**src/rtl/dft_magnitude_spectrum_assert.svh**
```systemverilog
// ----------------------------------------------------------------------------
// dft magnitude spectrum assertion macros
// concurrent assertion helpers used by dft_magnitude_spectrum
// ----------------------------------------------------------------------------
`ifndef DFT_MAGNITUDE_SPECTRUM_ASSERT_SVH
`define DFT_MAGNITUDE_SPECTRUM_ASSERT_SVH

// same-cycle implication
`define DFTMS_ASSERT_IMPL(name, clk_s, rstn_s, ante, cons) \
	name: assert property (@(posedge clk_s) disable iff (!rstn_s) (ante) |-> (cons)) \
		else $error("assertion failed");

// next-cycle implication
`define DFTMS_ASSERT_NEXT(name, clk_s, rstn_s, ante, cons) \
	name: assert property (@(posedge clk_s) disable iff (!rstn_s) (ante) |=> (cons)) \
		else $error("assertion failed");

`endif

```
**src/rtl/dftms_pkg.sv**
```systemverilog
// ----------------------------------------------------------------------------
// dftms_pkg
// widths, shared types and twiddle table construction for the dft block
// ----------------------------------------------------------------------------
package dftms_pkg;

	localparam int POINTS    = 128;
	localparam int HALF      = POINTS / 2;
	localparam int ADDR_W    = $clog2(POINTS);
	localparam int SAMPLE_W  = 16;
	localparam int TWID_W    = 16;
	localparam int PROD_W    = SAMPLE_W + TWID_W;
	localparam int ACC_W     = PROD_W + ADDR_W;
	localparam int Q8_SHIFT  = 7;
	localparam int RND_W     = ACC_W - Q8_SHIFT;
	localparam int SQ_W      = 2 * RND_W;
	localparam int BIN_W     = 6;
	localparam int MAG_W     = 24;
	localparam int TWO_N     = 2 * POINTS;

	localparam logic [63:0] C1 = 64'd1686629713;
	localparam logic [63:0] C3 = 64'd693598668;
	localparam logic [63:0] C5 = 64'd85569305;
	localparam logic [63:0] C7 = 64'd5026995;
	localparam logic [63:0] C9 = 64'd172272;

	typedef logic signed [TWID_W-1:0] twid_tab_t [POINTS];

	typedef struct packed {
		logic busy;
		logic done;
	} sqrt_stat_t;

	// quadrant sine, q in 0..16384, q1.15 result
	function automatic logic [TWID_W-1:0] quarter_sine(input logic [14:0] q);
		logic [63:0] x;
		logic [63:0] x2;
		logic [63:0] t;
		logic [63:0] s;
		x  = 64'(q) << 16;
		x2 = (x * x) >> 30;
		t  = C9;
		t  = C7 - ((x2 * t) >> 30);
		t  = C5 - ((x2 * t) >> 30);
		t  = C3 - ((x2 * t) >> 30);
		t  = C1 - ((x2 * t) >> 30);
		s  = (x * t) >> 30;
		s  = (s + 64'd16384) >> 15;
		if (s > 64'd32767) begin
			s = 64'd32767;
		end
		return s[TWID_W-1:0];
	endfunction

	function automatic logic signed [TWID_W-1:0] sine_q15(input logic [15:0] ph);
		logic [TWID_W-1:0] v;
		if (ph[14]) begin
			v = quarter_sine(15'd16384 - {1'b0, ph[13:0]});
		end else begin
			v = quarter_sine({1'b0, ph[13:0]});
		end
		return ph[15] ? $signed(-v) : $signed(v);
	endfunction

	function automatic twid_tab_t build_twiddle(input logic cos_sel);
		twid_tab_t   tab;
		longint      num;
		logic [15:0] ph;
		for (int m = 0; m < POINTS; m++) begin
			num = 64'(2 * m) * 64'd65536 + 64'(POINTS);
			ph  = 16'(num / TWO_N);
			if (cos_sel) begin
				ph = ph + 16'd16384;
			end
			tab[m] = sine_q15(ph);
		end
		return tab;
	endfunction

endpackage

```
**src/rtl/dftms_isqrt.sv**
```systemverilog
// ----------------------------------------------------------------------------
// dftms_isqrt
// iterative floor square root, one result bit per cycle
// ----------------------------------------------------------------------------
module dftms_isqrt (
	input  logic                      clk,
	input  logic                      arst_n,
	input  logic                      start,
	input  logic [dftms_pkg::SQ_W-1:0]  radicand,
	output dftms_pkg::sqrt_stat_t     stat,
	output logic [dftms_pkg::RND_W-1:0] root
);
	import dftms_pkg::*;

	localparam logic [SQ_W-1:0] START_BIT = SQ_W'(1) << (SQ_W - 2);

	logic [SQ_W-1:0] rem_q;
	logic [SQ_W-1:0] res_q;
	logic [SQ_W-1:0] bit_q;
	logic            busy_q;
	logic            done_q;
	logic [SQ_W:0]   trial;
	logic            fits;

	assign trial = {1'b0, res_q} + {1'b0, bit_q};
	assign fits  = ({1'b0, rem_q} >= trial);

	always_ff @(posedge clk or negedge arst_n) begin
		if (!arst_n) begin
			busy_q <= 1'b0;
			done_q <= 1'b0;
		end else if (start) begin
			busy_q <= 1'b1;
			done_q <= 1'b0;
		end else if (busy_q) begin
			if (bit_q[0]) begin
				busy_q <= 1'b0;
				done_q <= 1'b1;
			end
		end else begin
			done_q <= 1'b0;
		end
	end

	always_ff @(posedge clk) begin
		if (start) begin
			rem_q <= radicand;
			res_q <= '0;
			bit_q <= START_BIT;
		end else if (busy_q) begin
			if (fits) begin
				rem_q <= rem_q - trial[SQ_W-1:0];
				res_q <= (res_q >> 1) + bit_q;
			end else begin
				res_q <= res_q >> 1;
			end
			bit_q <= bit_q >> 2;
		end
	end

	assign stat.busy = busy_q;
	assign stat.done = done_q;
	assign root      = res_q[RND_W-1:0];

endmodule

```
**config.mk**
```make
export PLATFORM = sky130hd
export DESIGN_NAME = dftms_isqrt
export DESIGN_NICKNAME = d
export VERILOG_FILES = /design/src/rtl/dft_magnitude_spectrum_assert.svh /design/src/rtl/dftms_pkg.sv /design/src/rtl/dftms_isqrt.sv
export SDC_FILE = /design/constraint.sdc
export NUM_CORES = 1
export LEC_CHECK = 0
export BUFFER_PORTS_ARGS = -buffer_cell sky130_fd_sc_hd__buf_2
export CORE_MARGIN = 2
export CORE_UTILIZATION = 63
export CTS_CLUSTER_SIZE = 12
export DETAILED_ROUTE_END_ITERATION = 7
export PLACE_DENSITY = 0.87
export RECOVER_POWER = 25
export SYNTH_ARGS = -nofsm -noshare
export SYNTH_HDL_FRONTEND = slang
export SYNTH_SLANG_ARGS = --single-unit
```
**constraint.sdc**
```tcl
create_clock -name clk -period 13.4 [get_ports clk]
set_clock_uncertainty 0.2 [all_clocks]
set_input_delay 2.68 -clock clk [delete_from_list [all_inputs] [get_ports clk]]
set_output_delay 2.68 -clock clk [all_outputs]
set_load 0.01 [all_outputs]
```
==> metrics.md <==
| Metric | Value |
|---|---|
| Status | `finished with violations` |
| Violated checks | `max-capacitance violations, max-slew violations` |
| Post-CTS Setup Inserts | `0` |
| Power per cell area | `216 nW/um^2` |
| WL final | `44.3 mm` |
| Sequential element share of the synthesized area | `0.253` |
| Nets | `2133` |
| Maximum VDD drop | `0.131 mV` |
| Crit path largest cell delay | `0.75 ns` |
| Storage cell area | `3900 um^2` |
| Syn avg cell area | `7.89 um^2` |
| Port Buf Inserts | `100` |
| Total CTS buffers | `17` |
| Total GRT Usage | `0.338` |
| Mapped Cells | `1950` |
| IO Pins | `101` |
| CP Max Fanout | `61` |
| Multi-input gate area | `10600 um^2` |
| RSZ-0062 raised after global routing | `no` |
| TritonCTS clock tree | `done` |
| Worst setup EP type | `register` |
| Die Area | `25700 um^2` |
| Initial DRT Pass Iterations | `6` |
| H-tree Lvls | `4` |
| Final Cycle Share | `0.607` |
| Reg2Reg Depth | `25` |
| Total power | `3510 uW` |
| Mapped Area | `15400 um^2` |
| Via count | `15000` |
| Final Worst Setup Slack | `5.27 ns` |
| Die width | `160 um` |
| Dpl hpwl | `32.4 mm` |
| Cts hold-fix bufs | `0` |
| Max Slew Vio Count | `43` |
| Mapped Nets | `2148` |
| Synth cell types | `86` |
| Maxcap violations | `1` |
| Slew headroom | `-0.327` |
| Number of global-route vias before repair | `14000` |
| Main flop type after synthesis | `dfxtp_1` |
| DRC viols | `0` |
| Slew @ Worst Pin | `1.99 ns` |
| Reg-to-Reg End | `rem_q[46]` |
| Static Leak | `0.00658 uW` |
| Vias per Instance | `6.62` |
| Slowest CP cell | `buf_4` |
| Area Overhead vs Synth | `5.43%` |
| Global route overflow | `0` |
| Row cnt | `57` |
| Flop2flop setup slack | `5.27 ns` |
| Yosys warns | `0` |
| Most frequent cells in the layout | `nand2_1 (223), nor2_1 (177), o21ai_0 (169), a21oi_1 (134), ha_1 (130)` |
| Antenna violations before repair | `0` |
| RR Startpoint | `res_q[12]` |
| Cell area after placement | `15700 um^2` |
| Hold WC Path Type | `reg -> reg` |
| Antenna Nets Post-Route | `0` |
| Cell mode on critical path | `buf_4` |
| CTS max path bufs | `2` |
| Largest net degree at the start of global routing | `177` |
| Chip Height | `160 um` |
| Commonest non-fill, non-tap cell in the layout | `nand2_1` |
| GP Congestion | `1.04` |
| Hold Path Cell Cnt | `2` |
| Clock tree sinks | `162` |
| Final Util | `0.671` |
| Clock-pin slew on the worst setup and hold paths | `0.06 ns` |
| Share of cells above drive strength 1 | `0.0939` |
| Total core area | `24200 um^2` |
| FF+latch count, synth | `162` |
| Critical path type | `reg -> reg` |
| Post-CTS resize count | `0` |
| Setup violation total in the final timing report | `0` |
| Crit path required time | `13.26 ns` |
| DR WL/cell | `19.5 um` |
| Initial drt markers | `1633` |
| Min-delay src | `done_q` |
| Worst skew pair latency | `0.44 ns` |
| FFs w/ async S/R, synth | `0.0123` |
| CTS root buf | `clkbuf_16` |
| Post-synth EDFFs | `64` |
| Final min period | `8.13 ns` |
| Number of fill cells | `2025` |
| CP arrival | `7.99 ns` |
| Cell area after layout | `16200 um^2` |
| Setup_tns | `0 ns` |
| Hold Path Sink | `done_q` |
| First-pass GRT wire length | `71.4 mm` |
| Final Hold Viols | `0` |
| Startpoint types | `register` |
| Antenna diode count | `0` |
| Starting Density | `0.636` |
| Worst slack at placement | `5.70 ns` |
| Achievable Freq | `123 MHz` |
==> worst max-delay path: cells and delay by family, from the launching register on <==
kind	cells	cell delay, ns
and+or+nand+nor	10	2.06
buffers and inverters	3	1.43
AOI/OAI and AO/OA	9	2.53
xor gates and xnor gates	1	0.14
DFF	1	0.43
adders and majority gates	2	0.85
==> synthesized netlist by cell type (24+ instances only) <==
master,n,area [um^2]
buf_4,35,263
clkbuf_1,87,327
nor3_1,47,235
a31oi_1,56,350
nor2_1,177,664
xor2_1,96,841
o21bai_1,24,180
inv_1,44,165
xnor2_1,66,578
nand4_1,39,244
edfxtp_1,64,1920
a211oi_1,46,345
ha_1,130,1630
nand2_1,223,837
o21ai_0,170,851
a21oi_1,134,671
mux2i_1,40,400
nand3_1,27,135
a21o_1,41,308
dfxtp_1,96,1920
==> power breakdown <==
| group | total, uW | internal, uW | switching [uW] |
|---|---|---|---|
| combinational | 2170 | 817 | 1350 |
| clock | 503 | 287 | 216 |
| sequential | 838 | 717 | 121 |
| total | 3510 | 1820 | 1690 |
==> stage by stage <==
step                hold WS (ns)  instances
finish                     0.302       2272
global route               0.320       2272
CTS                        0.311       2272
detailed placement         0.296       2240
global placement           0.291       2240
floorplan                  0.261       1950
==> state kept, by name, indices dropped and copies added, names as in the netlist <==
| register | count |
|---|---|
| done_q | 1 |
| busy_q | 1 |
| rem_q | 64 |
| res_q | 64 |
| bit_q | 32 |
==> cell type report <==
class | count | area share
multi-input cells | 1601 | 0.654
flip-flops and latches | 162 | 0.240
repair buffers | 108 | 0.0338
clock buffers | 24 | 0.0317
well taps | 324 | 0.0250
inverters | 45 | 0.0104
clock inverters | 8 | 0.00440
==> metal layers <==
metal / part of all wire / GRT usage / vias up
met1: 0.42 / 0.451 / 6966
met2: 0.45 / 0.547 / 809
li1: - / - / 7131
met3: 0.094 / 0.0662 / 130
met5: 0 / 0 / -
met4: 0.034 / 0.123 / 0
==> kinds of logic after synthesis <==
logic type | count (synthesis) | synth area share
and+or+nand+nor | 618 | 0.184
adders and majority gates | 131 | 0.107
muxes | 43 | 0.0282
xor gates and xnor gates | 162 | 0.0922
AOI/OAI and AO/OA | 647 | 0.278
buffers and inverters | 187 | 0.0578
DFF | 162 | 0.253
==> worst max path at each step <==
stage,from,end
floorplan,res_q[2],rem_q[0]
global placement,res_q[12],rem_q[58]
detailed placement,res_q[12],rem_q[56]
CTS,res_q[12],rem_q[46]
global route,res_q[12],rem_q[46]
finish,res_q[12],rem_q[46]
Power figures use the tool's default switching activity.
